**config.mk**
```make
export PLATFORM = sky130hd
export DESIGN_NAME = layer_z_order_table
export DESIGN_NICKNAME = d
export VERILOG_FILES = /design/src/rtl/lzo_pkg.sv /design/src/rtl/lzo_cell.sv /design/src/rtl/lzo_table.sv /design/src/rtl/layer_z_order_table.sv
export SDC_FILE = /design/constraint.sdc
export NUM_CORES = 1
export LEC_CHECK = 0
export ABC_AREA = 1
export CAP_MARGIN = 20
export CORE_ASPECT_RATIO = 1.4
export CORE_MARGIN = 1
export CORE_UTILIZATION = 55
export DETAILED_ROUTE_END_ITERATION = 8
export DONT_BUFFER_PORTS = 1
export HOLD_SLACK_MARGIN = 0.06
export PLACE_DENSITY_LB_ADDON = 0.05
export RECOVER_POWER = 50
export SLEW_MARGIN = 25
export SYNTH_ARGS = -nofsm -noshare
export SYNTH_HDL_FRONTEND = slang
export SYNTH_SLANG_ARGS = --single-unit
```
**constraint.sdc**
```tcl
create_clock -name clk -period 3 [get_ports clk]
set_input_delay 0.3 -clock clk [delete_from_list [all_inputs] [get_ports clk]]
set_output_delay 0.3 -clock clk [all_outputs]
set_load 0.02 [all_outputs]
```
**src/rtl/lzo_pkg.sv**
```systemverilog
package lzo_pkg;

  localparam int MAX_LAYERS  = 8;
  localparam int IDX_W       = $clog2(MAX_LAYERS);
  localparam int TOTAL_W     = IDX_W + 1;
  localparam int FIELD_IDX_W = 3;
  localparam int CMP_W       = (FIELD_IDX_W > TOTAL_W) ? FIELD_IDX_W : TOTAL_W;
  localparam int DEPTH_W     = 11;
  localparam int CNT_W       = $clog2(2 * MAX_LAYERS + 1);

  localparam logic signed [DEPTH_W-1:0] DEPTH_MIN = -11'sd1000;
  localparam logic signed [DEPTH_W-1:0] DEPTH_MAX = 11'sd1000;

  localparam logic [2:0] KIND_CLEAR    = 3'd0;
  localparam logic [2:0] KIND_APPEND   = 3'd1;
  localparam logic [2:0] KIND_SHOW     = 3'd2;
  localparam logic [2:0] KIND_HIDE     = 3'd3;
  localparam logic [2:0] KIND_HIDE_ALL = 3'd4;
  localparam logic [2:0] KIND_PAINT    = 3'd5;

  localparam logic [1:0] STAT_OK        = 2'd0;
  localparam logic [1:0] STAT_NOT_FOUND = 2'd1;
  localparam logic [1:0] STAT_FULL      = 2'd2;

  // one entry moving through the sort chain
  typedef struct packed {
    logic                      valid;
    logic [IDX_W-1:0]          idx;
    logic signed [DEPTH_W-1:0] depth;
  } sort_ent_t;

  typedef struct packed {
    logic clear;
    logic load;
    logic shift;
  } cell_ctrl_t;

  typedef struct packed {
    logic                      en;
    logic [2:0]                kind;
    logic [FIELD_IDX_W-1:0]    idx;
    logic signed [DEPTH_W-1:0] depth;
    logic                      use_ovr;
    logic                      pz;
    logic                      cz;
  } lzo_cmd_t;

  function automatic logic signed [DEPTH_W-1:0] clamp_depth(
    input logic signed [DEPTH_W-1:0] d
  );
    logic signed [DEPTH_W-1:0] r;
    r = d;
    if (d < DEPTH_MIN) r = DEPTH_MIN;
    if (d > DEPTH_MAX) r = DEPTH_MAX;
    return r;
  endfunction

endpackage

```
**src/rtl/lzo_cell.sv**
```systemverilog
module lzo_cell (
  input  logic                 clk,
  input  logic                 rst_n,
  input  lzo_pkg::cell_ctrl_t  ctrl,
  input  lzo_pkg::sort_ent_t   left_in,
  input  lzo_pkg::sort_ent_t   right_in,
  output lzo_pkg::sort_ent_t   held,
  output lzo_pkg::sort_ent_t   fwd
);
  import lzo_pkg::*;

  sort_ent_t held_r, fwd_r;
  sort_ent_t held_nxt, fwd_nxt;

  always_comb begin
    held_nxt       = held_r;
    fwd_nxt        = fwd_r;
    fwd_nxt.valid  = 1'b0;
    if (ctrl.clear) begin
      held_nxt.valid = 1'b0;
    end else if (ctrl.shift) begin
      held_nxt = right_in;
    end else if (ctrl.load && left_in.valid) begin
      if (!held_r.valid) begin
        held_nxt = left_in;
      end else if (($signed(left_in.depth) < $signed(held_r.depth)) ||
                   ((left_in.depth == held_r.depth) && (left_in.idx < held_r.idx))) begin
        // equal depths go by table index, so a displaced entry keeps table order
        held_nxt = left_in;
        fwd_nxt  = held_r;
      end else begin
        fwd_nxt = left_in;
      end
    end
  end

  always_ff @(posedge clk) begin
    if (!rst_n) begin
      held_r <= '0;
      fwd_r  <= '0;
    end else begin
      held_r <= held_nxt;
      fwd_r  <= fwd_nxt;
    end
  end

  assign held = held_r;
  assign fwd  = fwd_r;

endmodule

```
**src/rtl/lzo_table.sv**
```systemverilog
module lzo_table (
  input  logic                          clk,
  input  logic                          rst_n,
  input  lzo_pkg::lzo_cmd_t             cmd,
  input  logic [lzo_pkg::IDX_W-1:0]     scan_idx,
  output lzo_pkg::sort_ent_t            scan_ent,
  output logic [1:0]                    status,
  output logic                          any_pauses,
  output logic                          any_captures
);
  import lzo_pkg::*;

  logic [TOTAL_W-1:0]        total_r;
  logic [MAX_LAYERS-1:0]     shown_r;
  logic [MAX_LAYERS-1:0]     ovr_on_r;
  logic [MAX_LAYERS-1:0]     pause_r;
  logic [MAX_LAYERS-1:0]     capt_r;
  logic signed [DEPTH_W-1:0] ovr_depth_r [MAX_LAYERS];
  logic signed [DEPTH_W-1:0] def_depth_r [MAX_LAYERS];

  logic full;
  logic hit;

  assign full = (total_r == TOTAL_W'(MAX_LAYERS));
  assign hit  = (CMP_W'(cmd.idx) < CMP_W'(total_r));

  always_comb begin
    unique case (cmd.kind) inside
      KIND_APPEND:          status = full ? STAT_FULL : STAT_OK;
      KIND_SHOW, KIND_HIDE: status = hit ? STAT_OK : STAT_NOT_FOUND;
      default:              status = STAT_OK;
    endcase
  end

  always_ff @(posedge clk) begin
    if (!rst_n) begin
      total_r  <= '0;
      shown_r  <= '0;
      ovr_on_r <= '0;
    end else if (cmd.en) begin
      case (cmd.kind)
        KIND_CLEAR: begin
          total_r  <= '0;
          shown_r  <= '0;
          ovr_on_r <= '0;
        end
        KIND_APPEND: begin
          if (!full) begin
            total_r <= total_r + 1'b1;
            for (int i = 0; i < MAX_LAYERS; i++) begin
              if (TOTAL_W'(i) == total_r) begin
                shown_r[i]  <= 1'b0;
                ovr_on_r[i] <= 1'b0;
              end
            end
          end
        end
        KIND_SHOW: begin
          for (int i = 0; i < MAX_LAYERS; i++) begin
            if (hit && CMP_W'(i) == CMP_W'(cmd.idx)) begin
              shown_r[i] <= 1'b1;
              if (cmd.use_ovr) ovr_on_r[i] <= 1'b1;
            end
          end
        end
        KIND_HIDE: begin
          for (int i = 0; i < MAX_LAYERS; i++) begin
            if (hit && CMP_W'(i) == CMP_W'(cmd.idx)) begin
              shown_r[i]  <= 1'b0;
              ovr_on_r[i] <= 1'b0;
            end
          end
        end
        KIND_HIDE_ALL: begin
          shown_r  <= '0;
          ovr_on_r <= '0;
        end
        default: ;
      endcase
    end
  end

  // layer payload, written on an append that fits and on a show with override
  always_ff @(posedge clk) begin
    for (int i = 0; i < MAX_LAYERS; i++) begin
      if (cmd.en && cmd.kind == KIND_APPEND && !full && TOTAL_W'(i) == total_r) begin
        def_depth_r[i] <= cmd.depth;
        pause_r[i]     <= cmd.pz;
        capt_r[i]      <= cmd.cz;
      end
      if (cmd.en && cmd.kind == KIND_SHOW && cmd.use_ovr && hit &&
          CMP_W'(i) == CMP_W'(cmd.idx)) begin
        ovr_depth_r[i] <= cmd.depth;
      end
    end
  end

  assign scan_ent.valid = shown_r[scan_idx];
  assign scan_ent.idx   = scan_idx;
  assign scan_ent.depth = ovr_on_r[scan_idx] ? ovr_depth_r[scan_idx]
                                             : def_depth_r[scan_idx];

  assign any_pauses   = |(shown_r & pause_r);
  assign any_captures = |(shown_r & capt_r);

endmodule

```
**src/rtl/layer_z_order_table.sv**
```systemverilog
// Channel | Dir | Signals                         | Payload
// in_     | in  | in_tvalid/in_tready             | tuser kind, tdata layer fields
// out_    | out | out_tvalid/out_tready/out_tlast | tdata one paint-order result
//
// Non-paint commands: accepted in S_IDLE, then registered into the output stage from S_RESP once it is free.
// Paint: the table is streamed through the cell row in S_LOAD and left to settle, then one
// result per cycle per visible layer while the output is not stalled (one if none visible).
// The sort latency is set by the row length: an entry may walk every cell.
// Reset is synchronous, active low; it empties the table and the output stage.
// A stalled output holds the row and the sequencer; input waits until done.
module layer_z_order_table (
  input  logic        clk,
  input  logic        rst_n,
  input  logic        in_tvalid,
  output logic        in_tready,
  input  logic [2:0]  in_tuser,   // kind
  input  logic [23:0] in_tdata,   // layer_index[2:0], depth_value[13:3],
                                  // use_override[14], scene_pause[15],
                                  // input_grab[16], zero fill
  output logic        out_tvalid,
  input  logic        out_tready,
  output logic        out_tlast,  // last
  output logic [7:0]  out_tdata   // order_index[2:0], order_valid[3],
                                  // status[5:4], any_pauses[6], any_captures[7]
);
  import lzo_pkg::*;

  localparam logic [1:0] S_IDLE = 2'd0;
  localparam logic [1:0] S_RESP = 2'd1;
  localparam logic [1:0] S_LOAD = 2'd2;
  localparam logic [1:0] S_EMIT = 2'd3;

  logic [1:0]       state_r, state_nxt;
  logic [CNT_W-1:0] cnt_r, cnt_nxt;
  logic [1:0]       stat_r;

  logic       out_valid_r;
  logic       out_last_r;
  logic [7:0] out_data_r;
  logic       out_load;
  logic       out_last_nxt;
  logic [7:0] out_data_nxt;
  logic       out_free;

  logic       acc;
  lzo_cmd_t   cmd;
  sort_ent_t  scan_ent;
  sort_ent_t  feed_ent;
  logic [1:0] tbl_status;
  logic       any_p, any_c;
  cell_ctrl_t ctrl;
  logic       shift_go;

  sort_ent_t held [MAX_LAYERS];
  sort_ent_t fwd  [MAX_LAYERS];

  assign in_tready = (state_r == S_IDLE);
  assign acc       = in_tvalid && in_tready;
  assign out_free  = !out_valid_r || out_tready;

  assign cmd.en      = acc;
  assign cmd.kind    = in_tuser;
  assign cmd.idx     = in_tdata[2:0];
  assign cmd.depth   = clamp_depth(in_tdata[13:3]);
  assign cmd.use_ovr = in_tdata[14];
  assign cmd.pz      = in_tdata[15];
  assign cmd.cz      = in_tdata[16];

  lzo_table u_table (
    .clk          (clk),
    .rst_n        (rst_n),
    .cmd          (cmd),
    .scan_idx     (cnt_r[IDX_W-1:0]),
    .scan_ent     (scan_ent),
    .status       (tbl_status),
    .any_pauses   (any_p),
    .any_captures (any_c)
  );

  always_comb begin
    feed_ent       = scan_ent;
    feed_ent.valid = scan_ent.valid && (state_r == S_LOAD) &&
                     (cnt_r < CNT_W'(MAX_LAYERS));
  end

  assign shift_go   = (state_r == S_EMIT) && out_free && held[0].valid;
  assign ctrl.clear = acc && (in_tuser == KIND_PAINT);
  assign ctrl.load  = (state_r == S_LOAD);
  assign ctrl.shift = shift_go;

  for (genvar g = 0; g < MAX_LAYERS; g++) begin : g_cell
    sort_ent_t left_in, right_in;
    if (g == 0) begin : g_head
      assign left_in = feed_ent;
    end else begin : g_mid
      assign left_in = fwd[g-1];
    end
    if (g == MAX_LAYERS - 1) begin : g_tail
      assign right_in = '0;
    end else begin : g_body
      assign right_in = held[g+1];
    end
    lzo_cell u_cell (
      .clk      (clk),
      .rst_n    (rst_n),
      .ctrl     (ctrl),
      .left_in  (left_in),
      .right_in (right_in),
      .held     (held[g]),
      .fwd      (fwd[g])
    );
  end

  always_comb begin
    state_nxt    = state_r;
    cnt_nxt      = cnt_r;
    out_load     = 1'b0;
    out_last_nxt = 1'b1;
    out_data_nxt = {any_c, any_p, stat_r, 1'b0, 3'd0};
    unique case (state_r)
      S_IDLE: begin
        if (acc) begin
          cnt_nxt   = '0;
          state_nxt = (in_tuser == KIND_PAINT) ? S_LOAD : S_RESP;
        end
      end
      S_RESP: begin
        if (out_free) begin
          out_load  = 1'b1;
          state_nxt = S_IDLE;
        end
      end
      S_LOAD: begin
        cnt_nxt = cnt_r + 1'b1;
        if (cnt_r == CNT_W'(2 * MAX_LAYERS)) state_nxt = S_EMIT;
      end
      S_EMIT: begin
        if (out_free) begin
          out_load = 1'b1;
          if (held[0].valid) begin
            out_last_nxt = !held[1].valid;
            out_data_nxt = {any_c, any_p, STAT_OK, 1'b1,
                            FIELD_IDX_W'(held[0].idx)};
            if (!held[1].valid) state_nxt = S_IDLE;
          end else begin
            out_data_nxt = {any_c, any_p, STAT_OK, 1'b0, 3'd0};
            state_nxt    = S_IDLE;
          end
        end
      end
      default: state_nxt = S_IDLE;
    endcase
  end

  always_ff @(posedge clk) begin
    if (!rst_n) begin
      state_r     <= S_IDLE;
      cnt_r       <= '0;
      out_valid_r <= 1'b0;
    end else begin
      state_r <= state_nxt;
      cnt_r   <= cnt_nxt;
      if (out_load) out_valid_r <= 1'b1;
      else if (out_tready) out_valid_r <= 1'b0;
    end
  end

  always_ff @(posedge clk) begin
    if (acc) stat_r <= tbl_status;
    if (out_load) begin
      out_last_r <= out_last_nxt;
      out_data_r <= out_data_nxt;
    end
  end

  assign out_tvalid = out_valid_r;
  assign out_tlast  = out_last_r;
  assign out_tdata  = out_data_r;

  // row must be settled before results go out (checked on the fwd of cell 0 and cell MAX_LAYERS-2)
  a_settled: assert property (@(posedge clk) disable iff (!rst_n)
    (state_r == S_EMIT) |-> !fwd[0].valid && !fwd[MAX_LAYERS-2].valid)
    else $error("sort row still moving during emit");

  a_sorted: assert property (@(posedge clk) disable iff (!rst_n)
    (state_r == S_EMIT && held[0].valid && held[1].valid) |->
      ($signed(held[0].depth) <= $signed(held[1].depth)))
    else $error("paint order out of depth order");

  a_paint_start: assert property (@(posedge clk) disable iff (!rst_n)
    (acc && in_tuser == KIND_PAINT) |=> (state_r == S_LOAD && !held[0].valid))
    else $error("paint did not start with an empty row");

  a_no_overwrite: assert property (@(posedge clk) disable iff (!rst_n)
    (out_valid_r && !out_tready) |-> !out_load)
    else $error("output stage overwritten while stalled");

endmodule
```
==> results.json <==
{
  "r2r.worst_path.cells": 24,
  "core-area_um2": 44100,
  "synth.top_cells.by_area": "sky130_fd_sc_hd__edfxtp_1 25%, sky130_fd_sc_hd__dfxtp_1 21%, sky130_fd_sc_hd__nand2_1 17%",
  "violations_in_the_final_reports": "negative setup slack",
  "nFillCells": 3812,
  "finalHoldViolCount": 0,
  "setup_ws_post_layout_ps": -79.7,
  "route.vias.total": 22023,
  "critPathArrivalTime_ps": 3560,
  "setup.worst_path.end_class": "register",
  "timing_worst_slew_pin_value_ps": 1280,
  "synth-seq-area-share": 0.458,
  "clk_pin_slew_ps": 70,
  "cts.root.buffer_cell": "sky130_fd_sc_hd__clkbuf_16",
  "cell_count_after_synthesis": 3332,
  "io_buffers": 0,
  "synth.ff_latch_count": 459,
  "layout_min_cycle_time_ps": 3080,
  "io_pins": 42,
  "post_dp_cell_area_um2": 25400,
  "insertedDiodeCount": 0,
  "cts_sinks": 459,
  "final_antenna_net_count": 0,
  "clock_power_share": 0.436,
  "cts_buffers": 45,
  "hold_path_class": "input port to register",
  "share_of_flip_flops_with_an_asynchronous_set_or_reset_after_synthesis": 0,
  "storage_cell_area_um2": 11200,
  "wire_length_of_the_first_global_routing_pass_um": 106000,
  "post_route_cells_drive_above_1_share": 0.0970,
  "fmax_mhz": 325,
  "setup_skew_after_layout_ps": 18.1,
  "max-cap-violations": 0,
  "worstSkewPairLatency_ps": 580,
  "worst-r2r-setup-slack_ps": -80,
  "final_net_count": 3655,
  "grt_remaining_overflow": 0,
  "cellInternalPower_uw": 10300,
  "routed_via_density": 5.37,
  "initial_utilization": 0.556,
  "final.period_utilization": 1.03,
  "p_sw_frac": 0.228,
  "grt.total_usage": 0.289,
  "most_frequent_cells_in_the_layout": "1045 x sky130_fd_sc_hd__nand2_1, 422 x sky130_fd_sc_hd__nor2_1, 404 x sky130_fd_sc_hd__inv_1",
  "fp-row-count": 91,
  "syn_avg_cell_area_um2": 7.36,
  "post-route-drc-count": 0,
  "p_seq_frac": 0.497,
  "part_of_the_total_power_dissipated_in_combinational_logic": 0.067,
  "synth_largest_type_area_fraction": 0.249,
  "fp.dieArea_um2": 45400,
  "area_of_combinational_cells_with_multiple_inputs_um2": 11600,
  "die-width_um": 180,
  "finalWeightedCongestion": 0.887,
  "cts.htree.levels": 2,
  "drtIter0Drc": 1311,
  "cts-root-to-sink-buffers": 3,
  "worstSetupPathType": "register to register",
  "power.switching_uw": 3050,
  "yosys.cell_types.count": 45,
  "maxSlewHeadroom": 0.145,
  "slew_violations": 0,
  "avgRoutedWirePerCell_um": 16.5,
  "power.ir.vdd_worst_uv": 556,
  "setup.worst_path.start_class": "register",
  "synth_to_layout_area_growth_pct": 19.5,
  "result_of_the_run": "complete, but fails checks",
  "layout.core_utilization": 0.665,
  "synth-edff-count": 203,
  "endpoint_of_the_lowest_slack_register_to_register_path": "g_cell[0].u_cell.held[7]$_SDFFE_PN0P_",
  "finalSetupViolations": 13,
  "required_ps": 3480,
  "cellLeakagePower_uw": 0.0135,
  "wl_um": 67600,
  "critical_path.max_fanout": 7,
  "final_common_cell": "sky130_fd_sc_hd__nand2_1",
  "grt_pass1_vias": 21331,
  "dieHeight_um": 252,
  "powerDensity_nw_per_um2": 456,
  "synth_nets": 3476,
  "min_delay_path_depth": 3,
  "tritoncts": "yes",
  "synth_warnings": 0,
  "grt_antenna_before_repair": 0,
  "stdcell_area_um2": 29300,
  "last_element_of_the_critical_path": "g_cell[0].u_cell.held[7]$_SDFFE_PN0P_",
  "dominantRegCellSynth": "sky130_fd_sc_hd__dfxtp_1",
  "drt_pass1_iterations": 5,
  "post-synth-top-area-cell": "sky130_fd_sc_hd__edfxtp_1",
  "rsz0062_at_grt": "true",
  "hpwl_um": 44600,
  "synth.cell_area_um2": 24500,
  "largest_net_degree_at_the_start_of_global_routing": 151
}
worst min path at each step:
| stage | from | to | slack, ps |
|---|---|---|---|
| global placement | in_tdata[15] | u_table.pause_r[3]$_DFFE_PP_ | 400 |
| global route | rst_n | g_cell[0].u_cell.held[6]$_SDFFE_PN0P_ | 100 |
| CTS | out_tready | out_tvalid$_SDFFE_PN0P_ | 60 |
| floorplan | in_tdata[16] | u_table.capt_r[0]$_DFFE_PP_ | 400 |
| detailed placement | in_tdata[15] | u_table.pause_r[3]$_DFFE_PP_ | 400 |
| finish | out_tready | out_tvalid$_SDFFE_PN0P_ | 80 |
per-layer routing:
metal / share of wire / GRT usage / up-vias / routed length (µm)
met4: 0.044 / 0.126 / 0 / 2980
met5: 0 / 0 / - / 0
li1: - / - / 10951 / -
met2: 0.53 / 0.557 / 492 / 36000
met1: 0.39 / 0.319 / 10413 / 26200
met3: 0.036 / 0.0284 / 167 / 2440
cell type report:
cell class / count / area share
Timing Repair Buffer: 269 / 0.0917
Clock inverter: 23 / 0.00999
Sequential cell: 459 / 0.383
Inverter: 420 / 0.0542
Clock buffer: 58 / 0.0415
Multi-Input combinational cell: 2316 / 0.395
Tap cell: 558 / 0.0238
cell families after synthesis:
group | after synthesis | share of synthesized area
AO/OA/AOI/OAI | 456 | 0.108
AND/OR/NAND/NOR | 1741 | 0.282
flip-flops | 459 | 0.458
adder cells (fa/ha/maj) | 113 | 0.0577
buffers and inverters | 563 | 0.0940
critical path, cell delays in order, from the launching register on:
cell and delay [ps]:
sky130_fd_sc_hd__dfxtp_4 400, sky130_fd_sc_hd__buf_12 170, sky130_fd_sc_hd__buf_12 150, sky130_fd_sc_hd__nor2_4 90, sky130_fd_sc_hd__nor2_1 40, sky130_fd_sc_hd__o21ai_1 80, sky130_fd_sc_hd__nand2_1 100, sky130_fd_sc_hd__nand2_1 100
sky130_fd_sc_hd__nand2_2 60, sky130_fd_sc_hd__nand2_2 100, sky130_fd_sc_hd__nand2_4 70, sky130_fd_sc_hd__ha_4 280, sky130_fd_sc_hd__nand2_4 60, sky130_fd_sc_hd__nor2_4 110, sky130_fd_sc_hd__and2_4 170, sky130_fd_sc_hd__nand2_4 50
sky130_fd_sc_hd__nand3_2 60, sky130_fd_sc_hd__nand2_2 50, sky130_fd_sc_hd__nand2_2 100, sky130_fd_sc_hd__nand4_1 170, sky130_fd_sc_hd__nand2_4 220, sky130_fd_sc_hd__clkbuf_16 190, sky130_fd_sc_hd__nand2_2 50, sky130_fd_sc_hd__nand2_1 70
sky130_fd_sc_hd__nor2_1 50
stage by stage:
step / hold slack, ps / setup TNS [ps] / worst slack, ps / instances / power, µW
after global placement: 399 / -1360 / -84.8 / 3843 / 7460
after global routing: 95.1 / -4460 / -202 / 4103 / 13800
after floorplan: 399 / 0 / 248 / 3332 / 7230
final: 80.1 / -378 / -79.7 / 4103 / 13400
after CTS: 61.7 / 0 / 0.0966 / 4079 / 13300
after detailed placement: 399 / -2770 / -152 / 3843 / 7480
synth_stat cells (2+ instances only):
| cell type | count |
|---|---|
| sky130_fd_sc_hd__a211oi_1 | 7 |
| sky130_fd_sc_hd__a21o_1 | 15 |
| sky130_fd_sc_hd__a21oi_1 | 112 |
| sky130_fd_sc_hd__a221oi_1 | 4 |
| sky130_fd_sc_hd__a31o_1 | 9 |
| sky130_fd_sc_hd__a31o_2 | 2 |
| sky130_fd_sc_hd__a31oi_1 | 23 |
| sky130_fd_sc_hd__and2_1 | 6 |
| sky130_fd_sc_hd__buf_1 | 4 |
| sky130_fd_sc_hd__buf_2 | 57 |
| sky130_fd_sc_hd__buf_4 | 17 |
| sky130_fd_sc_hd__buf_6 | 7 |
| sky130_fd_sc_hd__clkbuf_1 | 56 |
| sky130_fd_sc_hd__clkbuf_2 | 2 |
| sky130_fd_sc_hd__dfxtp_1 | 256 |
| sky130_fd_sc_hd__edfxtp_1 | 203 |
| sky130_fd_sc_hd__ha_1 | 113 |
| sky130_fd_sc_hd__inv_1 | 403 |
| sky130_fd_sc_hd__inv_2 | 17 |
| sky130_fd_sc_hd__nand2_1 | 1106 |
| sky130_fd_sc_hd__nand2_2 | 15 |
| sky130_fd_sc_hd__nand3_1 | 108 |
| sky130_fd_sc_hd__nand3_2 | 2 |
| sky130_fd_sc_hd__nand4_1 | 16 |
| sky130_fd_sc_hd__nor2_1 | 448 |
| sky130_fd_sc_hd__nor2_2 | 3 |
| sky130_fd_sc_hd__nor2_4 | 3 |
| sky130_fd_sc_hd__nor3_1 | 14 |
| sky130_fd_sc_hd__nor3_2 | 6 |
| sky130_fd_sc_hd__nor3b_1 | 10 |
| sky130_fd_sc_hd__o2111ai_1 | 2 |
| sky130_fd_sc_hd__o211ai_1 | 22 |
| sky130_fd_sc_hd__o21a_1 | 44 |
| sky130_fd_sc_hd__o21ai_0 | 142 |
| sky130_fd_sc_hd__o21ai_1 | 50 |
| sky130_fd_sc_hd__o21bai_1 | 14 |
| sky130_fd_sc_hd__o22ai_1 | 5 |
| sky130_fd_sc_hd__or2_2 | 2 |
power by group through the flow:
stage,sequential [µW],combinational [µW],clock [µW]
after global placement,6770,693,0
after CTS,6630,772,5940
final,6640,892,5830
after detailed placement,6770,707,0
after global routing,6640,973,6140
after floorplan,6760,473,0
registers in the layout, summed over array words and instances (netlist names), 4 cells and up, named ones only:
register,cells
cnt_r,5
out_tdata,8
u_table.def_depth_r,88
u_table.ovr_depth_r,88
u_table.total_r,4
u_table.ovr_on_r,8
u_table.pause_r,8
u_table.capt_r,8
g_cell.u_cell.fwd,105
u_table.shown_r,8
g_cell.u_cell.held,120
timing repair:
item                                    in CTS  in global routing
hold buffers                               154                  0
gates resized for setup                     26                168
cloned                                       1                 14
pin swaps                                    2                 63
endpoints found under the hold margin      226                  0
setup buffers                                0                 10
endpoints found under the setup margin      28                 85
Note: power is estimated with default switching activity, not from simulation.
